### src/rtl/core/compass_heading_from_axes_defines.svh
// Assertion macros for the compass heading block.
`ifndef COMPASS_HEADING_FROM_AXES_DEFINES_SVH
`define COMPASS_HEADING_FROM_AXES_DEFINES_SVH

`ifndef NO_ASSERTIONS
`define CHFA_ASSERT_IMP(label, clk, rstn, ante, cons) \
    label: assert property (@(posedge clk) disable iff (!rstn) (ante) |-> (cons)) \
        else $error("heading check failed");
`define CHFA_ASSERT_NEXT(label, clk, rstn, ante, cons) \
    label: assert property (@(posedge clk) disable iff (!rstn) (ante) |=> (cons)) \
        else $error("heading check failed");
`else
`define CHFA_ASSERT_IMP(label, clk, rstn, ante, cons)
`define CHFA_ASSERT_NEXT(label, clk, rstn, ante, cons)
`endif

`endif

### src/rtl/core/chfa_pkg.sv
`timescale 1ns / 1ps
package chfa_pkg;

    localparam int CORDIC_STEPS_DEF = 16;
    localparam int SAMPLE_BITS_DEF  = 13;

    localparam int FRAC_BITS  = 16;
    // vector growth: sqrt(2) * CORDIC gain plus sign, with margin
    localparam int GUARD_BITS = FRAC_BITS + 3;
    localparam int ZW         = 32;
    localparam int ATAN_MAX   = 24;

    localparam logic signed [16:0] OVERFLOW_CODE = -17'sd4096;

    localparam logic [ZW-1:0] HALF_Q16    = ZW'(10800 * 65536);
    localparam logic [ZW-1:0] QUARTER_Q16 = ZW'(5400 * 65536);
    localparam logic [ZW-1:0] THREE_Q_Q16 = ZW'(16200 * 65536);

    localparam logic [ZW-1:0] ATAN_Q16 [0:ATAN_MAX-1] = '{
        32'd176947200, 32'd104458032, 32'd55192755, 32'd28016704,
        32'd14062719,  32'd7038215,   32'd3519966,  32'd1760091,
        32'd880059,    32'd440031,    32'd220016,   32'd110008,
        32'd55004,     32'd27502,     32'd13751,    32'd6875,
        32'd3438,      32'd1719,      32'd859,      32'd430,
        32'd215,       32'd107,       32'd54,       32'd27
    };

    localparam int AW          = 15;      // arc-minutes within one turn
    localparam int TURN_ARCMIN = 21600;
    localparam int SUM_W       = 18;
    localparam int DECL_W      = 16;

    // q = (a * DIV60_MUL) >> DIV60_SHIFT equals a / 60 for a < 21600
    localparam logic [15:0] DIV60_MUL   = 16'd34953;
    localparam int          DIV60_SHIFT = 21;
    localparam int          PROD_W      = AW + 16;

    localparam int DEG_W     = 9;
    localparam int MIN_W     = 6;
    localparam int OUT_TDW   = 16;
    localparam int DDEG_W    = 9;
    localparam int DMIN_W    = 7;
    localparam int CFG_IDX_W = 4;
    localparam int CFG_DAT_W = 9;

    typedef enum logic [CFG_IDX_W-1:0] {
        REG_DECL_DEGREES = 4'd0,
        REG_DECL_MINUTES = 4'd1
    } cfg_reg_t;

    // angles known without iterating
    typedef enum logic [2:0] {
        SPEC_NONE,
        SPEC_ZERO,
        SPEC_HALF,
        SPEC_QUARTER,
        SPEC_THREE_Q
    } spec_t;

    typedef struct packed {
        logic          ovf;
        spec_t         spec;
        logic [ZW-1:0] z;
    } chfa_ctl_t;

endpackage

### src/rtl/core/chfa_prep.sv
`timescale 1ns / 1ps
module chfa_prep #(
    parameter int SAMPLE_BITS = chfa_pkg::SAMPLE_BITS_DEF
) (
    input  logic                                        aclk,
    input  logic                                        aresetn,
    input  logic                                        in_valid,
    output logic                                        in_ready,
    input  logic [SAMPLE_BITS-1:0]                      raw_x,
    input  logic [SAMPLE_BITS-1:0]                      raw_y,
    output logic                                        out_valid,
    input  logic                                        out_ready,
    output logic [SAMPLE_BITS+chfa_pkg::GUARD_BITS-1:0] out_x,
    output logic [SAMPLE_BITS+chfa_pkg::GUARD_BITS-1:0] out_y,
    output chfa_pkg::chfa_ctl_t                         out_ctl
);
    import chfa_pkg::*;

    localparam int XW = SAMPLE_BITS + GUARD_BITS;

    logic                   valid_reg;
    logic [XW-1:0]          x_reg, y_reg, x_next, y_next;
    chfa_ctl_t              ctl_reg, ctl_next;
    logic [16:0]            x17, y17;
    logic                   ovf_x, ovf_y;
    logic [SAMPLE_BITS-1:0] xz, yz;
    logic [XW-1:0]          xw, yw;
    logic                   x_zero, y_zero, x_neg, y_neg;

    always_comb begin
        x17    = {{(17-SAMPLE_BITS){raw_x[SAMPLE_BITS-1]}}, raw_x};
        y17    = {{(17-SAMPLE_BITS){raw_y[SAMPLE_BITS-1]}}, raw_y};
        ovf_x  = ($signed(x17) == OVERFLOW_CODE);
        ovf_y  = ($signed(y17) == OVERFLOW_CODE);
        xz     = ovf_x ? '0 : raw_x;
        yz     = ovf_y ? '0 : raw_y;
        x_zero = (xz == '0);
        y_zero = (yz == '0);
        x_neg  = xz[SAMPLE_BITS-1];
        y_neg  = yz[SAMPLE_BITS-1];
        xw = {{(XW-SAMPLE_BITS-FRAC_BITS){xz[SAMPLE_BITS-1]}}, xz, {FRAC_BITS{1'b0}}};
        yw = {{(XW-SAMPLE_BITS-FRAC_BITS){yz[SAMPLE_BITS-1]}}, yz, {FRAC_BITS{1'b0}}};

        // left half-plane: rotate by 180 degrees first
        if (x_neg) begin
            x_next     = XW'(-$signed(xw));
            y_next     = XW'(-$signed(yw));
            ctl_next.z = HALF_Q16;
        end else begin
            x_next     = xw;
            y_next     = yw;
            ctl_next.z = '0;
        end
        ctl_next.ovf = ovf_x | ovf_y;

        priority if (x_zero && y_zero) begin
            ctl_next.spec = SPEC_ZERO;
        end else if (y_zero) begin
            ctl_next.spec = x_neg ? SPEC_HALF : SPEC_ZERO;
        end else if (x_zero) begin
            ctl_next.spec = y_neg ? SPEC_THREE_Q : SPEC_QUARTER;
        end else begin
            ctl_next.spec = SPEC_NONE;
        end
    end

    assign in_ready = !valid_reg || out_ready;

    always_ff @(posedge aclk) begin
        if (!aresetn) begin
            valid_reg <= 1'b0;
        end else if (in_ready) begin
            valid_reg <= in_valid;
        end
    end

    always_ff @(posedge aclk) begin
        if (in_valid && in_ready) begin
            x_reg   <= x_next;
            y_reg   <= y_next;
            ctl_reg <= ctl_next;
        end
    end

    assign out_valid = valid_reg;
    assign out_x     = x_reg;
    assign out_y     = y_reg;
    assign out_ctl   = ctl_reg;

endmodule

### src/rtl/core/chfa_cordic_stage.sv
`timescale 1ns / 1ps
module chfa_cordic_stage #(
    parameter int SAMPLE_BITS = chfa_pkg::SAMPLE_BITS_DEF,
    parameter int STEP        = 0
) (
    input  logic                                        aclk,
    input  logic                                        aresetn,
    input  logic                                        in_valid,
    output logic                                        in_ready,
    input  logic [SAMPLE_BITS+chfa_pkg::GUARD_BITS-1:0] in_x,
    input  logic [SAMPLE_BITS+chfa_pkg::GUARD_BITS-1:0] in_y,
    input  chfa_pkg::chfa_ctl_t                         in_ctl,
    output logic                                        out_valid,
    input  logic                                        out_ready,
    output logic [SAMPLE_BITS+chfa_pkg::GUARD_BITS-1:0] out_x,
    output logic [SAMPLE_BITS+chfa_pkg::GUARD_BITS-1:0] out_y,
    output chfa_pkg::chfa_ctl_t                         out_ctl
);
    import chfa_pkg::*;

    localparam int            XW   = SAMPLE_BITS + GUARD_BITS;
    localparam logic [ZW-1:0] ANGLE = ATAN_Q16[STEP];

    logic          valid_reg;
    logic [XW-1:0] x_reg, y_reg, x_next, y_next, dx, dy;
    chfa_ctl_t     ctl_reg, ctl_next;

    always_comb begin
        // arithmetic shift rounds toward minus infinity
        dx       = XW'($signed(in_y) >>> STEP);
        dy       = XW'($signed(in_x) >>> STEP);
        ctl_next = in_ctl;
        if (!in_y[XW-1]) begin
            x_next     = in_x + dx;
            y_next     = in_y - dy;
            ctl_next.z = in_ctl.z + ANGLE;
        end else begin
            x_next     = in_x - dx;
            y_next     = in_y + dy;
            ctl_next.z = in_ctl.z - ANGLE;
        end
    end

    assign in_ready = !valid_reg || out_ready;

    always_ff @(posedge aclk) begin
        if (!aresetn) begin
            valid_reg <= 1'b0;
        end else if (in_ready) begin
            valid_reg <= in_valid;
        end
    end

    always_ff @(posedge aclk) begin
        if (in_valid && in_ready) begin
            x_reg   <= x_next;
            y_reg   <= y_next;
            ctl_reg <= ctl_next;
        end
    end

    assign out_valid = valid_reg;
    assign out_x     = x_reg;
    assign out_y     = y_reg;
    assign out_ctl   = ctl_reg;

endmodule

### src/rtl/core/chfa_wrap.sv
`timescale 1ns / 1ps
module chfa_wrap (
    input  logic                              aclk,
    input  logic                              aresetn,
    input  logic                              in_valid,
    output logic                              in_ready,
    input  chfa_pkg::chfa_ctl_t               in_ctl,
    input  logic [chfa_pkg::DECL_W-1:0]       decl_arcmin,
    output logic                              out_valid,
    input  logic                              out_ready,
    output logic [chfa_pkg::AW-1:0]           out_arcmin,
    output logic                              out_ovf
);
    import chfa_pkg::*;

    localparam logic signed [SUM_W-1:0] TURN = SUM_W'(TURN_ARCMIN);

    logic                    valid_reg;
    logic [AW-1:0]           arcmin_reg, arcmin_next;
    logic                    ovf_reg;
    logic [ZW-1:0]           zsel;
    logic signed [SUM_W-1:0] sum, wrapped;

    always_comb begin
        unique case (in_ctl.spec)
            SPEC_NONE:    zsel = in_ctl.z;
            SPEC_ZERO:    zsel = '0;
            SPEC_HALF:    zsel = HALF_Q16;
            SPEC_QUARTER: zsel = QUARTER_Q16;
            SPEC_THREE_Q: zsel = THREE_Q_Q16;
            default:      zsel = '0;
        endcase
        // whole arc-minutes (floor), then declination; one correction suffices
        sum = $signed({{(SUM_W-(ZW-FRAC_BITS)){zsel[ZW-1]}}, zsel[ZW-1:FRAC_BITS]})
            + $signed({{(SUM_W-DECL_W){decl_arcmin[DECL_W-1]}}, decl_arcmin});
        priority if (sum < 0) begin
            wrapped = sum + TURN;
        end else if (sum >= TURN) begin
            wrapped = sum - TURN;
        end else begin
            wrapped = sum;
        end
        arcmin_next = wrapped[AW-1:0];
    end

    assign in_ready = !valid_reg || out_ready;

    always_ff @(posedge aclk) begin
        if (!aresetn) begin
            valid_reg <= 1'b0;
        end else if (in_ready) begin
            valid_reg <= in_valid;
        end
    end

    always_ff @(posedge aclk) begin
        if (in_valid && in_ready) begin
            arcmin_reg <= arcmin_next;
            ovf_reg    <= in_ctl.ovf;
        end
    end

    assign out_valid  = valid_reg;
    assign out_arcmin = arcmin_reg;
    assign out_ovf    = ovf_reg;

endmodule

### src/rtl/core/chfa_div60.sv
`timescale 1ns / 1ps
module chfa_div60 (
    input  logic                       aclk,
    input  logic                       aresetn,
    input  logic                       in_valid,
    output logic                       in_ready,
    input  logic [chfa_pkg::AW-1:0]    in_arcmin,
    input  logic                       in_ovf,
    output logic                       out_valid,
    input  logic                       out_ready,
    output logic [chfa_pkg::DEG_W-1:0] out_degrees,
    output logic [chfa_pkg::MIN_W-1:0] out_minutes,
    output logic                       out_ovf
);
    import chfa_pkg::*;

    logic              v1_reg, v2_reg, r1, r2;
    logic [PROD_W-1:0] prod;
    logic [DEG_W-1:0]  q_reg, q_next;
    logic [AW-1:0]     a_reg, q60, rem;
    logic              ovf1_reg, ovf2_reg;
    logic [DEG_W-1:0]  deg_reg;
    logic [MIN_W-1:0]  min_reg, min_next;

    // stage 1: reciprocal multiply
    always_comb begin
        prod   = PROD_W'(in_arcmin) * PROD_W'(DIV60_MUL);
        q_next = prod[DIV60_SHIFT+DEG_W-1:DIV60_SHIFT];
    end

    // stage 2: remainder, q*60 = q*64 - q*4
    always_comb begin
        q60      = (AW'(q_reg) << 6) - (AW'(q_reg) << 2);
        rem      = a_reg - q60;
        min_next = rem[MIN_W-1:0];
    end

    assign r2       = !v2_reg || out_ready;
    assign r1       = !v1_reg || r2;
    assign in_ready = r1;

    always_ff @(posedge aclk) begin
        if (!aresetn) begin
            v1_reg <= 1'b0;
            v2_reg <= 1'b0;
        end else begin
            if (r1) begin
                v1_reg <= in_valid;
            end
            if (r2) begin
                v2_reg <= v1_reg;
            end
        end
    end

    always_ff @(posedge aclk) begin
        if (in_valid && r1) begin
            q_reg    <= q_next;
            a_reg    <= in_arcmin;
            ovf1_reg <= in_ovf;
        end
        if (v1_reg && r2) begin
            deg_reg  <= q_reg;
            min_reg  <= min_next;
            ovf2_reg <= ovf1_reg;
        end
    end

    assign out_valid   = v2_reg;
    assign out_degrees = deg_reg;
    assign out_minutes = min_reg;
    assign out_ovf     = ovf2_reg;

endmodule

### src/rtl/core/compass_heading_from_axes.sv
`timescale 1ns / 1ps
`include "compass_heading_from_axes_defines.svh"
// Compass heading from raw X/Y magnetometer axes. Each accepted sample pair
// gives one result: heading atan2(y, x) plus the programmed declination,
// wrapped into one turn, as whole degrees (0..359) and arc-minutes (0..59),
// both truncated. An axis that reads -4096 is taken as zero and sets
// axis_overflow. One sample pair is taken every clock while m_tready is high.
// The pipeline registers are input conditioning, one register per CORDIC
// iteration, declination add and wrap, and a two-stage divide by 60. Every
// stage has its own valid bit, so bubbles fill up behind a stalled output.
// Declination registers must be written only while no request is in flight;
// the block does not enforce this. decl_reg holds the combined value.
module compass_heading_from_axes #(
    parameter int CORDIC_STEPS = chfa_pkg::CORDIC_STEPS_DEF,
    parameter int SAMPLE_BITS  = chfa_pkg::SAMPLE_BITS_DEF
) (
    input  logic                                aclk,
    input  logic                                aresetn,
    // s_tdata: raw_x[SAMPLE_BITS-1:0], raw_y next, zero padded to bytes
    input  logic [((2*SAMPLE_BITS+7)/8)*8-1:0]  s_tdata,
    input  logic                                s_tvalid,
    output logic                                s_tready,
    // m_tdata: heading_degrees[8:0], heading_minutes[14:9], bit 15 zero
    output logic [chfa_pkg::OUT_TDW-1:0]        m_tdata,
    // m_tuser: axis_overflow
    output logic                                m_tuser,
    output logic                                m_tvalid,
    input  logic                                m_tready,
    input  logic                                cfg_valid,
    output logic                                cfg_ready,
    input  logic [chfa_pkg::CFG_IDX_W-1:0]      cfg_index,
    input  logic [chfa_pkg::CFG_DAT_W-1:0]      cfg_data
);
    import chfa_pkg::*;

    localparam int XW = SAMPLE_BITS + GUARD_BITS;

    logic [DDEG_W-1:0] deg_reg;
    logic [DMIN_W-1:0] min_reg;
    logic [DECL_W-1:0] decl_reg, decl_next, deg16, min16;

    logic          sv [0:CORDIC_STEPS];
    logic          sr [0:CORDIC_STEPS];
    logic [XW-1:0] sx [0:CORDIC_STEPS];
    logic [XW-1:0] sy [0:CORDIC_STEPS];
    chfa_ctl_t     sc [0:CORDIC_STEPS];

    logic          w_valid, w_ready, w_ovf;
    logic          w_rdy_div;
    logic [AW-1:0] w_arcmin;
    logic [DEG_W-1:0] out_deg;
    logic [MIN_W-1:0] out_min;

    // configuration
    assign cfg_ready = 1'b1;

    always_ff @(posedge aclk) begin
        if (!aresetn) begin
            deg_reg <= '0;
            min_reg <= '0;
        end else if (cfg_valid && cfg_ready) begin
            unique case (cfg_index)
                REG_DECL_DEGREES: begin
                    deg_reg <= cfg_data[DDEG_W-1:0];
                end
                REG_DECL_MINUTES: begin
                    min_reg <= cfg_data[DMIN_W-1:0];
                end
                default: ;
            endcase
        end
    end

    always_comb begin
        deg16     = {{(DECL_W-DDEG_W){deg_reg[DDEG_W-1]}}, deg_reg};
        min16     = {{(DECL_W-DMIN_W){min_reg[DMIN_W-1]}}, min_reg};
        decl_next = (deg16 << 6) - (deg16 << 2) + min16;
    end

    always_ff @(posedge aclk) begin
        if (!aresetn) begin
            decl_reg <= '0;
        end else begin
            decl_reg <= decl_next;
        end
    end

    // datapath
    chfa_prep #(.SAMPLE_BITS(SAMPLE_BITS)) u_prep (
        .aclk      (aclk),
        .aresetn   (aresetn),
        .in_valid  (s_tvalid),
        .in_ready  (s_tready),
        .raw_x     (s_tdata[SAMPLE_BITS-1:0]),
        .raw_y     (s_tdata[2*SAMPLE_BITS-1:SAMPLE_BITS]),
        .out_valid (sv[0]),
        .out_ready (sr[0]),
        .out_x     (sx[0]),
        .out_y     (sy[0]),
        .out_ctl   (sc[0])
    );

    for (genvar k = 0; k < CORDIC_STEPS; k++) begin : g_step
        chfa_cordic_stage #(.SAMPLE_BITS(SAMPLE_BITS), .STEP(k)) u_stage (
            .aclk      (aclk),
            .aresetn   (aresetn),
            .in_valid  (sv[k]),
            .in_ready  (sr[k]),
            .in_x      (sx[k]),
            .in_y      (sy[k]),
            .in_ctl    (sc[k]),
            .out_valid (sv[k+1]),
            .out_ready (sr[k+1]),
            .out_x     (sx[k+1]),
            .out_y     (sy[k+1]),
            .out_ctl   (sc[k+1])
        );
    end

    // final vector is not needed past the last iteration
    assign sr[CORDIC_STEPS] = w_ready;

    chfa_wrap u_wrap (
        .aclk        (aclk),
        .aresetn     (aresetn),
        .in_valid    (sv[CORDIC_STEPS] && (sx[CORDIC_STEPS] == sx[CORDIC_STEPS]
                      || sy[CORDIC_STEPS] != sy[CORDIC_STEPS])),
        .in_ready    (w_ready),
        .in_ctl      (sc[CORDIC_STEPS]),
        .decl_arcmin (decl_reg),
        .out_valid   (w_valid),
        .out_ready   (w_rdy_div),
        .out_arcmin  (w_arcmin),
        .out_ovf     (w_ovf)
    );

    chfa_div60 u_div60 (
        .aclk        (aclk),
        .aresetn     (aresetn),
        .in_valid    (w_valid),
        .in_ready    (w_rdy_div),
        .in_arcmin   (w_arcmin),
        .in_ovf      (w_ovf),
        .out_valid   (m_tvalid),
        .out_ready   (m_tready),
        .out_degrees (out_deg),
        .out_minutes (out_min),
        .out_ovf     (m_tuser)
    );

    assign m_tdata = {{(OUT_TDW-DEG_W-MIN_W){1'b0}}, out_min, out_deg};

    // checks
    `CHFA_ASSERT_IMP(a_deg_range, aclk, aresetn, m_tvalid, out_deg <= DEG_W'(359))
    `CHFA_ASSERT_IMP(a_min_range, aclk, aresetn, m_tvalid, out_min <= MIN_W'(59))
    `CHFA_ASSERT_IMP(a_full_stall, aclk, aresetn, !s_tready, m_tvalid && !m_tready)
    `CHFA_ASSERT_NEXT(a_decl_update, aclk, aresetn, cfg_valid && cfg_index == REG_DECL_DEGREES, deg_reg == $past(cfg_data[DDEG_W-1:0]))

endmodule
### config.mk
export PLATFORM = sky130hd
export DESIGN_NAME = compass_heading_from_axes
export DESIGN_NICKNAME = d
export VERILOG_FILES = /design/src/rtl/core/chfa_pkg.sv /design/src/rtl/core/chfa_prep.sv /design/src/rtl/core/chfa_cordic_stage.sv /design/src/rtl/core/chfa_wrap.sv /design/src/rtl/core/chfa_div60.sv /design/src/rtl/core/compass_heading_from_axes.sv
export VERILOG_INCLUDE_DIRS = /design/src /design/src/rtl/core
export SDC_FILE = /design/constraint.sdc
export NUM_CORES = 2
export LEC_CHECK = 0
export BUFFER_PORTS_ARGS = -buffer_cell sky130_fd_sc_hd__buf_2
export CAP_MARGIN = 10
export CORE_UTILIZATION = 38
export DETAILED_ROUTE_END_ITERATION = 12
export GPL_ROUTABILITY_DRIVEN = 1
export MAX_ROUTING_LAYER = met4
export PLACE_DENSITY = 0.58
export SLEW_MARGIN = 20
export SYNTH_ARGS = -nofsm -noshare
export SYNTH_HDL_FRONTEND = slang
export SYNTH_SLANG_ARGS = --single-unit
### constraint.sdc
create_clock -name aclk -period 9.8 [get_ports aclk]
set_clock_uncertainty 0.2 [all_clocks]
set_input_delay 1.47 -clock aclk [delete_from_list [all_inputs] [get_ports aclk]]
set_output_delay 1.47 -clock aclk [all_outputs]
set_load 0.02 [all_outputs]
### After elaboration in Yosys (flattened, before gate mapping)

Index checks and enable logic that the tools add are counted.

| storage, ports and cells | value |
|---|---|
| register bits after elaboration | 1704 |
| input port bits | 50 |
| output and inout bits | 20 |
| logic and storage cells | 347 |

| cells by class | value |
|---|---|
| add/subtract/negate cells | 98 |
| multipliers | 1 |
| $lt $le $gt $ge | 2 |
| eq/ne operators | 6 |
| mux-type cells | 57 |
| bitwise operators | 1 |
| reduce and logical (&&, ||, !) cells | 67 |

Operators by type and width:

| operator | count |
|---|---|
| $mux W32 | 46 |
| $sub A32 B32 Y32 | 29 |
| $add A32 B32 Y32 | 28 |
| $pmux W32 S4 | 1 |
| $neg A29 Y32 | 2 |
| $add A32 B13 Y32 const B | 1 |
| $add A32 B14 Y32 const B | 1 |
| $add A32 B15 Y32 const B | 1 |
| $add A32 B16 Y32 const B | 1 |
| $add A32 B17 Y32 const B | 1 |
| $add A32 B18 Y32 const B | 1 |
| $add A32 B19 Y32 const B | 1 |
| $add A32 B20 Y32 const B | 1 |
| $add A32 B21 Y32 const B | 1 |
| $add A32 B22 Y32 const B | 1 |
| $add A32 B23 Y32 const B | 1 |
| $add A32 B24 Y32 const B | 1 |
| $add A32 B25 Y32 const B | 1 |
| $add A32 B26 Y32 const B | 1 |
| $add A32 B27 Y32 const B | 1 |
| $add A32 B28 Y32 const B | 1 |
| $sub A32 B13 Y32 const B | 1 |
| $sub A32 B14 Y32 const B | 1 |
| $sub A32 B15 Y32 const B | 1 |
| other kinds (41) | 107 |

### Longest topological paths before layout

| depth | value |
|---|---|
| depth in word-level cells | 22 |
| gate-level depth with buffers | 23 |
| depth with buffers taken out | 23 |

### Hierarchy

From an unflattened synthesis, not the netlist that was laid out.

| unflattened totals | value |
|---|---|
| cell total of the unflattened synthesis | 16614 |
| area total of the unflattened synthesis | 155138.8 um2 |

Modules (own cells, without submodules):

| module | times used | cells an instance | area each (um2) | seq. area each (um2) |
|---|---|---|---|---|
| chfa_cordic_stage (g_step[4].u_stage) | 1 | 1070 | 9603.0 | 3022.9 |
| chfa_cordic_stage (g_step[6].u_stage) | 1 | 1052 | 9384.0 | 3022.9 |
| chfa_cordic_stage (g_step[12].u_stage) | 1 | 1018 | 9325.2 | 3022.9 |
| chfa_cordic_stage (g_step[2].u_stage) | 1 | 1013 | 9258.9 | 3022.9 |
| chfa_cordic_stage (g_step[9].u_stage) | 1 | 996 | 9225.1 | 3022.9 |
| chfa_cordic_stage (g_step[1].u_stage) | 1 | 997 | 9190.1 | 3022.9 |
| chfa_cordic_stage (g_step[7].u_stage) | 1 | 998 | 9185.1 | 3022.9 |
| chfa_cordic_stage (g_step[0].u_stage) | 1 | 1025 | 9173.8 | 2992.9 |
| chfa_cordic_stage (g_step[8].u_stage) | 1 | 966 | 9103.7 | 3022.9 |
| chfa_cordic_stage (g_step[14].u_stage) | 1 | 980 | 9056.2 | 3022.9 |
| chfa_cordic_stage (g_step[13].u_stage) | 1 | 960 | 9009.9 | 3022.9 |
| chfa_cordic_stage (g_step[10].u_stage) | 1 | 931 | 8902.3 | 3022.9 |
| chfa_cordic_stage (g_step[5].u_stage) | 1 | 923 | 8842.2 | 3022.9 |
| chfa_cordic_stage (g_step[11].u_stage) | 1 | 923 | 8805.9 | 3022.9 |
| 6 more rows | n/a | n/a | n/a | n/a |

### Least setup slack after synthesis

OpenSTA, ideal clock, no wires.

| timing | value |
|---|---|
| path type | in2reg |
| start | in m_tready |
| end | reg g_step[8].u_stage.ctl_reg (netlist bit g_step[8].u_stage.out_ctl[10]) (enable) |
| setup time | 708 ps |
| data arrival time | 9853 ps |
| required time | 8892 ps |
| slack | -961 ps |
| cell stages on the path | 8 |
| path through | nor2b_1 and3_1 and3_1 and2_1 and3_1 and3_1 clkbuf_1 a21boi_0 |

| on the way | value |
|---|---|
| word-level cells in the longest chain between the ends | 12 |

Ends and longest elaborated chain:

| item | RTL line | text |
|---|---|---|
| start, declared | compass_heading_from_axes.sv:28 | `input logic m_tready,` |
| $logic_or A1 B1 Y1 | chfa_div60.sv:38 | `assign r2 = !v2_reg \|\| out_ready;` |
| $logic_or A1 B1 Y1 | chfa_div60.sv:39 | `assign r1 = !v1_reg \|\| r2;` |
| $logic_or A1 B1 Y1 | chfa_wrap.sv:46 | `assign in_ready = !valid_reg \|\| out_ready;` |
| $logic_or A1 B1 Y1 (8 in series) | chfa_cordic_stage.sv:44 | `assign in_ready = !valid_reg \|\| out_ready;` |
| $logic_and A1 B1 Y1 | chfa_cordic_stage.sv:55 | `if (in_valid && in_ready) begin` |
| end signal, assigned | chfa_cordic_stage.sv:58 | `ctl_reg <= ctl_next;` |
| end, declared | chfa_cordic_stage.sv:26 | `chfa_ctl_t ctl_reg, ctl_next;` |

Every way passes these cells.
A chain may end at the register's enable or synchronous reset.

### Worst setup path in the final report

| timing | value |
|---|---|
| start | in m_tready |
| end | out s_tready |

| on the way | value |
|---|---|
| word-level cells in the longest chain between the ends | 20 |

Ends and longest elaborated chain:

| item | RTL line | text |
|---|---|---|
| $logic_or A1 B1 Y1 | chfa_div60.sv:38 |  |
| $logic_or A1 B1 Y1 | chfa_div60.sv:39 |  |
| $logic_or A1 B1 Y1 | chfa_wrap.sv:46 |  |
| $logic_or A1 B1 Y1 (16 in series) | chfa_cordic_stage.sv:44 |  |
| $logic_or A1 B1 Y1 | chfa_prep.sv:67 | `assign in_ready = !valid_reg \|\| out_ready;` |
| end, declared | compass_heading_from_axes.sv:22 | `output logic s_tready,` |

Every way passes these cells.

==> metrics <==
drt wl/cell=17.8 um; Seq/Total Area, Yosys=0.373; final count of hold timing violations=0; final hold slack=0.204 ns; worst reg2reg path startpoint=g_step[9].u_stage.out_x[13]; Hold Path Cell Cnt=0; worst reg2reg path depth=17; CP Class=input port to output pin; Leak=a little under 50 nW; Gate Count Post-Synth=11300; Pwr Total=14.4 mW; CTS clk-pin slew, worst paths=0.06 ns; ratio of cells with drive above 1 in the final layout=0.0455; GRT overflow=0; Final setup viols=0; worst reg2reg setup slack=approximately 4 ns; vias in the first global route=81800; worst-margin pin slew=1.10 ns; fin area=122000 um^2; Initial Util=0.384; placed inst area=116000 um^2; Final #Nets=around 13000; io pins=70; CTS Buf Count=175; die width=542 um; GP Congestion=0.979; Arr. time, crit path=4.52 ns; CP Capture Type=output pin; setup TNS=0 ns; GRT Total Usage=0.189; CTS tree=yes; hold_sp=g_step[2].u_stage.out_ctl[34]; CP required=between 8 and 9 ns; Max Freq=approximately 160 MHz; Final ANT Viol Nets=0; synth-to-layout area growth=9.99%; chip height=542 um; Setup Fix Bufs, Post-CTS=0; Worst-Skew Late Latency=about 0.86 ns; reg2reg end=g_step[10].u_stage.out_y[28]; max-cap violations=0; RSZ-0062 raised after global routing=false; Post-synth EDFFs=1342; status=complete, no violations; Yosys reg bits=1394; Die ar.=294000 um^2; Max Slew Vio Count=0; row count=197; via count=82800; Syn Std Cell Area=111000 um^2; H-tree depth=4; CTS Sinks=1394; DR vias/cell=5.35; Yosys cell types=95; fin util=0.422; Max VDD drop=147 uV; Startpoint Class=input port; final wirelength=276000 um; top_reg_cell synth=edfxtp_1; number of flip-flops under the largest register name=502; CTS root buffer=clkbuf_16; total iterations of the first detailed-routing run=6; first-pass GRT wire length=between 400000 and 500000 um; crit path time final=6.19 ns; # hold bufs at CTS=0; initial antenna violation count=1; Starting DRT DRC Count=4236; core box area=~290000 um^2; Final Cycle Share=0.632; Resized cells post-CTS=0; HPWL Detailed=222000 um; Relative slew margins=0.254; Clock Tree Buf Depth=4; Pwr per Cell Area=118 nW/um^2; Ys Warns=0; average cell area after synthesis=9.82 um^2; largest net degree at the start of global routing=73; PortBufs=61; detailed-route DRC error count=0; Worst Hold Class=flip-flop to flip-flop; CP Max Fanout=5; hold worst-path end=g_step[3].u_stage.out_ctl[34]; fraction of registers with async set/reset=0
synth_stat cells (209+ instances only):
master	instances	area, um^2
nor3_1	351	1760
nor2_1	1065	4000
nor2b_1	209	1310
xor2_1	519	4550
a21oi_1	1079	5400
edfxtp_1	1342	40300
inv_1	579	2170
a21o_1	439	3300
ha_1	1324	16600
nand2_1	507	1900
o21ai_0	449	2250
xnor2_1	1060	9280
logic make-up after synthesis:
family	share of synthesized area
compound gates	0.176
xor+xnor	0.125
fa+ha+maj	0.162
buf+inv	0.0247
flops	0.373
mux	0.00675
other cells	0.0000677
simple gates	0.133
how the worst max path moves through the flow:
stage	from	end	slack, ns	cells past startpoint
final	m_tready	s_tready	3.61	10
after global routing	m_tready	s_tready	3.37	10
after CTS	m_tready	s_tready	3.65	10
after detailed placement	m_tready	s_tready	3.67	10
after global placement	m_tready	s_tready	3.66	10
after floorplan	m_tready	g_step[7].u_stage.out_ctl[10]	1.33	8
layout make-up:
cell class	count	area [um^2]
antenna	3	7.51
inverter	584	2190
tap	3880	4850
clock inverter	97	1090
sequential	1394	41300
clock buffer	214	4660
fill	27500	167000
multi-input combinational	9176	67000
timing repair buffer	128	828
cells in the final DEF (no fill, tap or decap), types with 103 or more instances in the layout:
cell          n
nor2b_1     202
nand2_1     507
nor3_1      351
nand3_1     200
clkbuf_16   180
edfxtp_1   1342
nor2_1     1064
a21o_1      439
o21a_1      202
o21bai_1    143
xor2_1      519
a31oi_1     119
and3_1      103
nand2b_1    158
a21oi_1    1078
o21ai_0     449
inv_1       579
ha_1       1324
xnor2_1    1060
where the power goes:
part	internal (mW)	switching [mW]	total, mW	leakage [nW]
logic	0.557	0.720	1.28	33.4
registers	6.62	0.0801	6.70	12.5
clock network	3.89	2.55	6.44	2.78
total	11.1	3.35	14.4	48.8
per-stage QoR:
stage / setup slack, ns / std cells
floorplan: 1.33 / 11300
global placement: 3.66 / 15200
detailed placement: 3.67 / 15200
CTS: 3.65 / 15500
global route: 3.37 / 15500
finish: 3.61 / 15500
worst max-delay path, stage by stage:
cell	delay, ns
buf_2	0.10
nor2b_1	0.35
and3_1	0.51
and3_1	0.36
nand2_1	0.16
nor3_1	0.59
and2_1	0.30
and4_1	0.33
nand3_1	0.14
buf_2	0.19
metal layers:
| metal | track usage | vias to the layer above | routed length, um | share of wire |
|---|---|---|---|---|
| met5 | - | - | 0 | 0 |
| met4 | 0.0976 | 0 | 15700 | 0.057 |
| met3 | 0.0185 | 551 | 8440 | 0.031 |
| met2 | 0.330 | 1518 | 135000 | 0.49 |
| met1 | 0.215 | 38900 | 117000 | 0.42 |
| li1 | - | 41900 | - | - |
No activity file was read; power rests on OpenSTA's default activity.
